[src/hw/rtl/sia_pkg.sv]
package sia_pkg;

    localparam int unsigned IdxWidth    = 7;
    localparam int unsigned StepWidth   = 15;
    localparam int unsigned SampleWidth = 16;

    localparam logic [IdxWidth-1:0] IdxMax = IdxWidth'(88);

    typedef logic signed [SampleWidth-1:0] sample_t;
    typedef logic [IdxWidth-1:0]           step_idx_t;
    typedef logic [StepWidth-1:0]          step_t;
    typedef logic [3:0]                    code_t;

    // standard ima step table, anything above the top entry reads as the top entry
    function automatic step_t step_lookup(input step_idx_t idx);
        step_t s;
        case (idx)
            7'd0:  s = 15'd7;
            7'd1:  s = 15'd8;
            7'd2:  s = 15'd9;
            7'd3:  s = 15'd10;
            7'd4:  s = 15'd11;
            7'd5:  s = 15'd12;
            7'd6:  s = 15'd13;
            7'd7:  s = 15'd14;
            7'd8:  s = 15'd16;
            7'd9:  s = 15'd17;
            7'd10: s = 15'd19;
            7'd11: s = 15'd21;
            7'd12: s = 15'd23;
            7'd13: s = 15'd25;
            7'd14: s = 15'd28;
            7'd15: s = 15'd31;
            7'd16: s = 15'd34;
            7'd17: s = 15'd37;
            7'd18: s = 15'd41;
            7'd19: s = 15'd45;
            7'd20: s = 15'd50;
            7'd21: s = 15'd55;
            7'd22: s = 15'd60;
            7'd23: s = 15'd66;
            7'd24: s = 15'd73;
            7'd25: s = 15'd80;
            7'd26: s = 15'd88;
            7'd27: s = 15'd97;
            7'd28: s = 15'd107;
            7'd29: s = 15'd118;
            7'd30: s = 15'd130;
            7'd31: s = 15'd143;
            7'd32: s = 15'd157;
            7'd33: s = 15'd173;
            7'd34: s = 15'd190;
            7'd35: s = 15'd209;
            7'd36: s = 15'd230;
            7'd37: s = 15'd253;
            7'd38: s = 15'd279;
            7'd39: s = 15'd307;
            7'd40: s = 15'd337;
            7'd41: s = 15'd371;
            7'd42: s = 15'd408;
            7'd43: s = 15'd449;
            7'd44: s = 15'd494;
            7'd45: s = 15'd544;
            7'd46: s = 15'd598;
            7'd47: s = 15'd658;
            7'd48: s = 15'd724;
            7'd49: s = 15'd796;
            7'd50: s = 15'd876;
            7'd51: s = 15'd963;
            7'd52: s = 15'd1060;
            7'd53: s = 15'd1166;
            7'd54: s = 15'd1282;
            7'd55: s = 15'd1411;
            7'd56: s = 15'd1552;
            7'd57: s = 15'd1707;
            7'd58: s = 15'd1878;
            7'd59: s = 15'd2066;
            7'd60: s = 15'd2272;
            7'd61: s = 15'd2499;
            7'd62: s = 15'd2749;
            7'd63: s = 15'd3024;
            7'd64: s = 15'd3327;
            7'd65: s = 15'd3660;
            7'd66: s = 15'd4026;
            7'd67: s = 15'd4428;
            7'd68: s = 15'd4871;
            7'd69: s = 15'd5358;
            7'd70: s = 15'd5894;
            7'd71: s = 15'd6484;
            7'd72: s = 15'd7132;
            7'd73: s = 15'd7845;
            7'd74: s = 15'd8630;
            7'd75: s = 15'd9493;
            7'd76: s = 15'd10442;
            7'd77: s = 15'd11487;
            7'd78: s = 15'd12635;
            7'd79: s = 15'd13899;
            7'd80: s = 15'd15289;
            7'd81: s = 15'd16818;
            7'd82: s = 15'd18500;
            7'd83: s = 15'd20350;
            7'd84: s = 15'd22385;
            7'd85: s = 15'd24623;
            7'd86: s = 15'd27086;
            7'd87: s = 15'd29794;
            default: s = 15'd32767;
        endcase
        return s;
    endfunction

    // index adjustment, the sign bit of the code plays no part
    function automatic logic signed [7:0] index_adjust(input code_t code);
        logic signed [7:0] a;
        case (code[2:0])
            3'd4:    a = 8'sd2;
            3'd5:    a = 8'sd4;
            3'd6:    a = 8'sd6;
            3'd7:    a = 8'sd8;
            default: a = -8'sd1;
        endcase
        return a;
    endfunction

endpackage

[src/hw/rtl/sia_chan.sv]
module sia_chan
(
    input  logic             clk,
    input  logic             rst_n,
    input  logic             adv,
    input  logic             restart,
    input  sia_pkg::code_t   code,
    output sia_pkg::sample_t sample_next
);

    sia_pkg::sample_t   pred_reg;
    sia_pkg::step_idx_t idx_reg;

    sia_pkg::sample_t   pred_cur;
    sia_pkg::step_idx_t idx_cur;
    sia_pkg::step_idx_t idx_next;
    sia_pkg::step_t     step;
    logic [16:0]        delta;
    logic signed [17:0] base;
    logic signed [17:0] sum;
    logic signed [7:0]  idx_sum;

    // restart clears the state before this word is decoded
    assign pred_cur = restart ? '0 : pred_reg;
    assign idx_cur  = restart ? '0 : idx_reg;

    assign step = sia_pkg::step_lookup(idx_cur);

    always_comb
    begin
        delta = 17'({step >> 3});
        if (code[2])
        begin
            delta = delta + 17'(step);
        end
        if (code[1])
        begin
            delta = delta + 17'({step >> 1});
        end
        if (code[0])
        begin
            delta = delta + 17'({step >> 2});
        end
    end

    assign base = 18'(pred_cur);

    always_comb
    begin
        if (code[3])
        begin
            sum = base - $signed({1'b0, delta});
        end
        else
        begin
            sum = base + $signed({1'b0, delta});
        end

        if (sum > 18'sd32767)
        begin
            sample_next = 16'sh7fff;
        end
        else if (sum < -18'sd32768)
        begin
            sample_next = 16'sh8000;
        end
        else
        begin
            sample_next = sum[15:0];
        end
    end

    always_comb
    begin
        idx_sum = $signed({1'b0, idx_cur}) + sia_pkg::index_adjust(code);
        if (idx_sum < 8'sd0)
        begin
            idx_next = '0;
        end
        else if (idx_sum > $signed({1'b0, sia_pkg::IdxMax}))
        begin
            idx_next = sia_pkg::IdxMax;
        end
        else
        begin
            idx_next = idx_sum[6:0];
        end
    end

    always_ff @(posedge clk or negedge rst_n)
    begin
        if (!rst_n)
        begin
            pred_reg <= '0;
            idx_reg  <= '0;
        end
        else if (adv)
        begin
            pred_reg <= sample_next;
            idx_reg  <= idx_next;
        end
    end

endmodule

[src/hw/rtl/stereo_ima_adpcm_decoder.sv]
// channel  direction  handshake             payload
// input    in         in_valid / in_ready   packed_codes[7:0], restart_state, block_end
// output   out        out_valid / out_ready left_sample[15:0], right_sample[15:0], block_end_out
//
// one word per cycle while out_ready is high; an accepted word passes the input register,
// the decode of both channels and the result register, which raises out_valid;
// the predictor and step index feedback is combinational up to the channel registers
// reset clears predictors, step indices and both valid flags
// a stalled output holds the result and the pending input word; ready falls only then
module stereo_ima_adpcm_decoder
(
    input  logic        clk,
    input  logic        rst_n,
    input  logic        in_valid,
    output logic        in_ready,
    input  logic [7:0]  packed_codes,
    input  logic        restart_state,
    input  logic        block_end,
    output logic        out_valid,
    input  logic        out_ready,
    output logic signed [15:0] left_sample,
    output logic signed [15:0] right_sample,
    output logic        block_end_out
);

    logic       in_valid_reg;
    logic [7:0] codes_reg;
    logic       restart_reg;
    logic       bend_reg;

    logic             out_valid_reg;
    sia_pkg::sample_t left_reg;
    sia_pkg::sample_t right_reg;
    logic             bend_out_reg;

    sia_pkg::sample_t left_next;
    sia_pkg::sample_t right_next;
    logic             adv;

    // decode fires when a word is held and the result register can take it
    assign adv      = in_valid_reg && (!out_valid_reg || out_ready);
    assign in_ready = !in_valid_reg || adv;

    always_ff @(posedge clk or negedge rst_n)
    begin
        if (!rst_n)
        begin
            in_valid_reg <= 1'b0;
        end
        else if (in_ready)
        begin
            in_valid_reg <= in_valid;
        end
    end

    always_ff @(posedge clk)
    begin
        if (in_ready && in_valid)
        begin
            codes_reg   <= packed_codes;
            restart_reg <= restart_state;
            bend_reg    <= block_end;
        end
    end

    sia_chan u_left
    (
        .clk         (clk),
        .rst_n       (rst_n),
        .adv         (adv),
        .restart     (restart_reg),
        .code        (codes_reg[3:0]),
        .sample_next (left_next)
    );

    sia_chan u_right
    (
        .clk         (clk),
        .rst_n       (rst_n),
        .adv         (adv),
        .restart     (restart_reg),
        .code        (codes_reg[7:4]),
        .sample_next (right_next)
    );

    always_ff @(posedge clk or negedge rst_n)
    begin
        if (!rst_n)
        begin
            out_valid_reg <= 1'b0;
        end
        else if (adv)
        begin
            out_valid_reg <= 1'b1;
        end
        else if (out_ready)
        begin
            out_valid_reg <= 1'b0;
        end
    end

    always_ff @(posedge clk)
    begin
        if (adv)
        begin
            left_reg     <= left_next;
            right_reg    <= right_next;
            bend_out_reg <= bend_reg;
        end
    end

    assign out_valid     = out_valid_reg;
    assign left_sample   = left_reg;
    assign right_sample  = right_reg;
    assign block_end_out = bend_out_reg;

endmodule
[config.mk]
export PLATFORM = sky130hd
export DESIGN_NAME = stereo_ima_adpcm_decoder
export DESIGN_NICKNAME = d
export VERILOG_FILES = /design/src/hw/rtl/sia_pkg.sv /design/src/hw/rtl/sia_chan.sv /design/src/hw/rtl/stereo_ima_adpcm_decoder.sv
export SDC_FILE = /design/constraint.sdc
export NUM_CORES = 1
export LEC_CHECK = 0
export BUFFER_PORTS_ARGS = -buffer_cell sky130_fd_sc_hd__buf_2
export CAP_MARGIN = 15
export CORE_AREA = 2 2 187 189
export CTS_BUF_LIST = sky130_fd_sc_hd__clkbuf_8
export CTS_CLUSTER_SIZE = 24
export DETAILED_ROUTE_END_ITERATION = 10
export DIE_AREA = 0 0 189 191
export HOLD_SLACK_MARGIN = 0.05
export PLACE_DENSITY = 0.6
export SYNTH_ARGS = -nofsm -noshare
export SYNTH_HDL_FRONTEND = slang
export SYNTH_SLANG_ARGS = --single-unit
[constraint.sdc]
create_clock -name clk -period 27.7 [get_ports clk]
set_input_delay 5.54 -clock clk [delete_from_list [all_inputs] [get_ports clk]]
set_output_delay 5.54 -clock clk [all_outputs]
set_load 0.01 [all_outputs]
======== Yosys cells after proc, flatten, opt, wreduce, memory -nomap -nowiden ========
Memories as Yosys holds them, arrays and structs flattened.
Index checks and enable logic that the tools add are counted.
W data, S select, Z words.
storage, ports and cells
  ROM bits ................................ 3,840
  register bits after elaboration ......... 91
  bits in latches ......................... 0
  memories ................................ 2
  memory bits (writable) .................. 0
  output and inout port bits .............. 35
operators by class
  equal/unequal tests ..................... 8
  $mul .................................... 0
  divide/modulo/power cells ............... 0
  bitwise logic cells ..................... 0
  muxes and demuxes ....................... 24
  shifts and indexed selects .............. 0
  reductions and logical operators ........ 7
  magnitude comparators ................... 8
  $add $sub $neg .......................... 12
memory list
  memory           depth  bits a word  rd ports  clocked after memory_dff  write ports  RTL line       source
  (no name shown)  128    15           1         0                         0            sia_pkg.sv:17  case (idx)
  (no name shown)  128    15           1         0                         0            sia_pkg.sv:17
operators with widths
  cell                    number
  $mux W16                8
  $mux W17                4
  $pmux W8 S4             2
  $mux W7                 6
  $add A16 B18 Y18        2
  $gt A18 B16 Y1 const B  2
  $lt A18 B16 Y1 const B  2
  $mux W18                2
  $sub A16 B18 Y18        2
  $add A17 B13 Y17        2
  $add A17 B14 Y17        2
  $add A12 B15 Y16        2
  $eq A3 B3 Y1 const B    8
  $add A8 B8 Y8           2
  $gt A8 B8 Y1 const B    2
  $lt A8 B1 Y1 const B    2
  $logic_and A1 B1 Y1     2
  $logic_not A1 Y1        2
  $logic_or A1 B1 Y1      2
  $mux W1                 2
  $reduce_bool A2 Y1      1

======== Logic depth before layout (Yosys ltp) ========
Gate-level depths: netlist (run 1).
An unclocked memory read counts as a cell.
  depth after elaboration ................. 13
  gate-level depth with buffers ........... 52
  mapped depth without buffers ............ 47

======== Cells and area by module ========
From an unflattened synthesis (run 1), not the netlist that was laid out.
unflattened totals
  cell total of the unflattened synthesis .. 2,191
  area, all modules ....................... 16,619.7 um^2
modules (own cells, without submodules)
  module                    cells each  sequential area each (um^2)  instances  area an instance (um^2)
  sia_chan at u_left        1,082       575.6                        1          7,694.9
  sia_chan at u_right       1,058       575.6                        1          7,529.7
  stereo_ima_adpcm_decoder  51          1,341.3                      1          1,395.1

======== Worst setup path after synthesis (run 1) ========
Ideal clock, no wire load.
  path kind ............................... input-to-output
  start point ............................. input port out_ready
  end point ............................... output port in_ready
  arrival ................................. 5,749 ps
  cell stages on the path ................. 1
  setup slack ............................. 16,411 ps
  data required time ...................... 22,160 ps
  cell sequence ........................... nand3b_1
on the way
  word-level cells in the longest chain between the ends .. 3
ends and longest elaborated chain
  element              RTL line                        source
  from (decl)          stereo_ima_adpcm_decoder.sv:20  input logic out_ready,
  $logic_or A1 B1 Y1   stereo_ima_adpcm_decoder.sv:41  assign adv = in_valid_reg && (!out_valid_reg || out_ready);
  $logic_and A1 B1 Y1  stereo_ima_adpcm_decoder.sv:41
  $logic_or A1 B1 Y1   stereo_ima_adpcm_decoder.sv:42  assign in_ready = !in_valid_reg || adv;
  to (decl)            stereo_ima_adpcm_decoder.sv:15  output logic in_ready,
No other way between the ends.

======== Final worst setup path (run 1) ========
  start point ............................. register restart_reg
  end point ............................... register right_reg[5] (netlist: right_sample[5]) (data pin)
on the way
  word-level cells in the longest chain between the ends .. 13
ends and longest elaborated chain
  element                                                      RTL line                         source
  from (decl)                                                  stereo_ima_adpcm_decoder.sv:28   logic restart_reg;
  from (signal assigned)                                       stereo_ima_adpcm_decoder.sv:61   restart_reg <= restart_state;
  $mux W7                                                      sia_chan.sv:25                   assign idx_cur = restart ? '0 : idx_reg;
  $mem_v2 Z128 W15                                             -
  $add A12 B15 Y16                                             sia_chan.sv:34                   delta = delta + 17'(step);
  $mux W16                                                     sia_chan.sv:32                   if (code[2])
  $add A17 B14 Y17                                             sia_chan.sv:38                   delta = delta + 17'({step >> 1});
  $mux W17                                                     sia_chan.sv:36                   if (code[1])
  $add A17 B13 Y17                                             sia_chan.sv:42                   delta = delta + 17'({step >> 2});
  $mux W17                                                     sia_chan.sv:40                   if (code[0])
  $add A16 B18 Y18 / $sub A16 B18 Y18 (equally long branches)  sia_chan.sv:56, sia_chan.sv:52
  $mux W18 (*)                                                 sia_chan.sv:50                   if (code[3])
  $lt A18 B16 Y1                                               sia_chan.sv:63                   else if (sum < -18'sd32768)
  $mux W16                                                     sia_chan.sv:63
  $mux W16 (*)                                                 sia_chan.sv:59                   if (sum > 18'sd32767)
  net right_next[5]                                            stereo_ima_adpcm_decoder.sv:37   sia_pkg::sample_t right_next;
  to (signal assigned)                                         stereo_ima_adpcm_decoder.sv:107  right_reg <= right_next;
  to (decl)                                                    stereo_ima_adpcm_decoder.sv:33   sia_pkg::sample_t right_reg;
Mark *: on every way through the listed nets, which the timed path passes. The rest lies on a longest branch.
A chain may end at the register's enable or synchronous reset.

==> impl_metrics.yaml, run 1 <==
global_routing:
  gr-usage-all-layers_pct: 25.69
  grt_pass1_vias: 14360
  antenna_found_initial: 0
  grt_overflow: 0
  grt_first_pass_wirelength_um: 75640
  grt_max_degree: 73
finish:
  syn2layout_area_growth_pct: 4.652
  layout-drive-gt1-share_pct: 7.482
  num_antenna_cells: 0
  nNetsFinal: 2143
  stdcell_area_mm2: 0.01588
sta:
  tightest_slew_ns: 1.152
  finalSetupViolCount: 0
  maxSlewViolCount: 0
  min_period_ns: 11.51
  finalSetupTns_ns: 0
  rsz0062_at_grt: "false"
  finalCritPeriodShare_pct: 41.57
  final.setup_skew_ns: 0.01990
  slew_headroom_pct: 23.21
  finalHoldViolCount: 0
  fmax_mhz: 86.85
detailed_routing:
  first_pass_iters: 6
  routed_wl_um: 46510
  post_drt_wl_per_cell_um: 19.12
  vias_per_cell: 6.253
  ant_nets: 0
  vias: 15210
  drt_iter0_markers: 1486
  drcViolationCount: 0
setup_path:
  reg2reg_from: "restart_reg"
  slowest_delay_ns: 0.76
  critPathSlowestCell: "a32oi_1"
  critPathMaxFanout: 10
  cp-end-kind: "flip-flop"
  critPathRequiredTime_ns: 27.83
  start_kind: "flip-flop"
  arrival_ns: 11.64
  r2r-end: "right_sample[5]"
  r2r_slack_ns: 16.19
  worstSetupPathType: "reg -> reg"
  worst_path_most_repeated_cell: "ha_1"
  r2r_cells: 42
floorplan:
  core_area_mm2: 0.03412
  dieArea_mm2: 0.03610
  start_util_pct: 44.46
  fp-row-count: 68
  die_x_um: 189
  die_h_um: 191
  io_pins: 49
cts:
  h-tree-depth: 3
  cts_root_buffer: "clkbuf_8"
  cts_buffers: 9
  clk_pin_slew_ns: 0.13
  clock_latency_ns: 0.42
  cts_tree: "built"
  cts.sinks: 91
  cts_resized: 0
  postCtsSetupBuffers: 0
  cts_buffer_depth: 2
  ctsHoldBuffers: 0
worst_hold_path:
  min_from: "u_left.pred_reg[8]"
  hold_class: "reg -> reg"
  worstHoldPathCells: 2
  min_to: "u_left.pred_reg[8]"
logic_synthesis:
  synth_flop_cell: "dfrtp_1"
  synth_area_mm2: 0.01517
  synth_nets: 2174
  syn-instance-count: 2004
  synth.distinct_cells: 95
  async_flop_share_pct: 52.75
  avgSynthCellArea_um2: 7.570
  synth-seq-cells: 91
  seq_area_frac_synth_pct: 16.43
  synth_edf_count: 43
  yosys_warnings: 0
placed_design:
  dp_hpwl_um: 34650
  port_buffers: 48
  placed_area_mm2: 0.01566
  routabilityCongestion: 0.9679
outcome:
  status: "complete, no violations"
flow_run:
  drv_cap: 0
## how the worst max path moves through the flow
stage                            from  cells past startpoint              end  slack, ns
after CTS                 restart_reg                     44   left_sample[4]      16.03
after floorplan             out_ready                      1         in_ready      16.41
final                     restart_reg                     42  right_sample[5]      16.19
after global placement      out_ready                      3         in_ready      16.21
after detailed placement  restart_reg                     44   left_sample[4]      16.12
after global routing      restart_reg                     42  right_sample[5]      15.35
## synthesized netlist by cell type, types with 9 or more instances
library cell | count | area share [%]
o2111ai_1 | 10 | 0.58
fa_1 | 10 | 1.3
a21boi_0 | 9 | 0.45
o211ai_1 | 29 | 1.4
o21a_1 | 25 | 1.2
nand2b_1 | 63 | 2.6
clkbuf_1 | 76 | 1.9
or3_1 | 16 | 0.66
o311ai_1 | 14 | 0.81
nor3b_1 | 11 | 0.54
a22oi_1 | 9 | 0.45
a21oi_1 | 138 | 4.6
a221oi_1 | 10 | 0.58
nor3_1 | 36 | 1.2
a31oi_1 | 40 | 1.6
xnor2_1 | 79 | 4.6
or2_2 | 14 | 0.58
a21o_1 | 55 | 2.7
inv_1 | 74 | 1.8
o21ai_0 | 137 | 4.5
a211o_1 | 13 | 0.75
ha_1 | 146 | 12
nor2b_1 | 56 | 2.3
edfxtp_1 | 43 | 8.5
and2_1 | 27 | 1.1
nor2_1 | 143 | 3.5
nand2_1 | 188 | 4.7
o221ai_1 | 9 | 0.52
mux2i_1 | 27 | 1.8
o22ai_1 | 12 | 0.49
dfrtp_1 | 48 | 7.9
o21bai_1 | 14 | 0.69
mux2_2 | 20 | 1.5
a211oi_1 | 36 | 1.8
buf_2 | 19 | 0.63
a2111oi_0 | 11 | 0.64
xor2_1 | 58 | 3.3
and3_1 | 15 | 0.62
nand3_1 | 49 | 1.6
nand3b_1 | 14 | 0.69
o31ai_1 | 27 | 1.3
o21ai_1 | 19 | 0.63
## cell usage in the layout, fill, tap and decap left out, drive strengths merged, types with 14 or more instances in the layout
master	instances
or3	16
nor2	143
o21a	25
ha	146
o21ai	156
and3	15
nand3	49
a21oi	139
or2	16
xor2	58
mux2	21
xnor2	79
inv	85
a21o	55
and2	27
mux2i	27
edfxtp	43
buf	65
nor3	36
nor2b	56
o311ai	20
dfrtp	48
o21bai	14
nand2b	63
nand3b	14
o31ai	28
nand2	188
o211ai	30
a211oi	36
a31oi	40
## per-layer routing
metal  track usage (%)  wire, µm  vias up
met1             33.98     20540     7097
met3             3.029      2974      115
met2             42.32     21230      590
met5                 0         0        -
li1                  -         -     7411
met4             10.91      1772        0
## kinds of logic after synthesis
logic type / count (synthesis) / share of synthesized area (%)
AOI/OAI and AO/OA: 703 / 31.12
adders and majority gates: 158 / 13.49
and+or+nand+nor: 672 / 22.27
muxes: 49 / 3.514
xor gates and xnor gates: 138 / 8.058
DFF: 91 / 16.43
buffers and inverters: 193 / 5.114
## worst max-delay path, delay by kind of cell, from the launching register on
family | cells | cell delay [ns]
XOR/XNOR | 6 | 1.37
adder cells (fa/ha/maj) | 5 | 1.85
AND/OR/NAND/NOR | 11 | 2.62
buffers and inverters | 3 | 0.69
AO/OA/AOI/OAI | 16 | 3.99
flip-flops | 1 | 0.43
multiplexers | 1 | 0.27
## metrics by stage
step	hold WS (ns)	cells	setup WS [ns]	utilization, %
4_1_cts	0.4913	2432	16.03	46.49
3_5_place_dp	0.4663	2416	16.12	45.89
5_1_grt	0.5260	2433	15.35	46.53
3_3_place_gp	0.4596	2416	16.21	45.89
6_report	0.4948	2433	16.19	46.53
2_1_floorplan	0.4003	2004	16.41	-
## cell type report
cell class	instances	area, µm²
Clock buffer	9	123.9
Fill cell	3440	18240
Timing Repair Buffer	65	375.4
Tap cell	455	569.3
Multi-Input combinational cell	1720	11910
Clock inverter	7	81.33
Inverter	86	322.8
Sequential cell	91	2492
Power of run 1 is left out: the tool's default activity adds up to more than one toggle a clock period on the data nets, which glitch-free logic cannot reach.
==> run 2: changes to the inputs <==
Clock period 27.7 ns to 11.6 ns, I/O delays scaled along.
==> run 2 against run 1 <==
Compared with the run above:
- count of clock-buffer cells in the layout is the same
- die area is the same
- largest cell class unchanged
- non-clock buffer count grew 18
==> impl_metrics.yaml, run 2 (synthesized netlist as in run 1, its figures left out) <==
sta:
  min_period_ns: 10.79
  finalSetupTns_ns: 0
  finalCritPeriodShare_pct: 92.99
  finalSetupViolCount: 0
  rsz0062_at_grt: "false"
  slew_headroom_pct: 41.05
  finalHoldViolCount: 0
  tightest_slew_ns: 0.8843
  final.setup_skew_ns: 0.02786
  fmax_mhz: 92.71
  maxSlewViolCount: 0
cts:
  cts_buffers: 9
  cts_resized: 0
  cts.sinks: 91
  cts_tree: "built"
  cts_root_buffer: "clkbuf_8"
  clock_latency_ns: 0.41
  ctsHoldBuffers: 0
  cts_buffer_depth: 2
  clk_pin_slew_ns: 0.11
  h-tree-depth: 3
  postCtsSetupBuffers: 0
setup_path:
  startpoint: "restart_reg"
  slowest_delay_ns: 0.55
  cp-end-kind: "flip-flop"
  r2r_slack_ns: 0.81
  critPathSlowestCell: "a221oi_1"
  critPathRequiredTime_ns: 11.90
  start_kind: "flip-flop"
  arrival_ns: 11.08
  r2r-end: "u_right.pred_reg[14]"
  critPathMaxFanout: 14
  r2r_cells: 42
  reg2reg_from: "restart_reg"
  worstSetupPathType: "reg -> reg"
  worst_path_most_repeated_cell: "ha_1"
detailed_routing:
  wl_met2_um: 22030
  top_layer_used: "met4"
  first_pass_iters: 5
  ant_nets: 0
  drt_iter0_markers: 1515
  post_drt_wl_per_cell_um: 19.55
  vias: 15290
  drcViolationCount: 0
  wl_met1_um: 21550
  routed_wl_um: 47910
  dr_wl_met3_um: 2789
  vias_per_cell: 6.238
placed_design:
  port_buffers: 48
  dp_hpwl_um: 36000
  routabilityCongestion: 0.9608
outcome:
  status: "complete, no violations"
global_routing:
  gr-usage-all-layers_pct: 26.44
  grt_overflow: 0
  grt_max_degree: 68
  antenna_found_initial: 0
  grt_pass1_vias: 14490
  grt_first_pass_wirelength_um: 77300
finish:
  nNetsFinal: 2161
  syn2layout_area_growth_pct: 5.947
  layout-drive-gt1-share_pct: 8.768
  layout_commonest_cell: "nand2_1"
  multi_input_area_mm2: 0.01198
  num_antenna_cells: 0
  seq_area_mm2: 0.002492
  final_cell_mix: "nand2_1, ha_1, nor2_1, a21oi_1, o21ai_0"
  fill_cells: 3439
floorplan:
  core_area_mm2: 0.03412
  die_x_um: 189
  fp-row-count: 68
  io_pins: 49
  start_util_pct: 44.46
  die_h_um: 191
  dieArea_mm2: 0.03610
worst_hold_path:
  min_from: "u_right.pred_reg[15]"
  hold_class: "reg -> reg"
  min_to: "u_right.pred_reg[15]"
  worstHoldPathCells: 2
flow_run:
  drv_cap: 0
[run 2: cell count changes in the layout (fill, tap and decap cells not counted), sizes merged]
cell | previous run | this run
inv | 85 | 84
buf | 65 | 83
bufinv | 0 | 1
[run 2: worst max path at each step]
stage / endpoint / slack [ns]
floorplan: u_right.pred_reg[14] / 1.48
global placement: left_sample[10] / 0.47
detailed placement: left_sample[10] / 0.56
CTS: left_sample[10] / 0.51
global route: u_right.pred_reg[8] / 0.04
finish: u_right.pred_reg[14] / 0.81
[run 2: final cells by class]
type / instances / area share, %
inverters: 86 / 2.009
clock buffers: 9 / 0.7707
repair buffers: 83 / 3.153
well taps: 455 / 3.542
clock inverters: 7 / 0.4905
multi-input cells: 1720 / 74.53
flip-flops and latches: 91 / 15.51
[run 2: metal layers]
metal,vias to the layer above,GRT usage (%)
li1,7436,-
met2,520,43.89
met1,7241,35.03
met4,0,9.645
met3,93,3.562
met5,-,0
[run 2: critical path: cells and delay by family (launching register included)]
family	cells	cell delay [ns]
flops	1	0.39
simple gates	11	2.46
xor+xnor	4	0.78
compound gates	16	3.74
buf+inv	3	0.60
fa+ha+maj	6	2.10
mux	2	0.66
[run 2: through the flow]
stage                     setup slack (ns)  cell area [µm²]  util [%]  hold slack [ns]  cells
final                               0.8132            16070     47.11           0.4934   2451
after global routing               0.03940            16070     47.11           0.5188   2451
after CTS                           0.5106            16000     46.90           0.4896   2451
after detailed placement            0.5602            15800     46.30           0.4675   2435
after global placement              0.4722            15800     46.30           0.4597   2435
after floorplan                      1.476            15170         -           0.4003   2004
Power of run 2 is left out for the same reason.
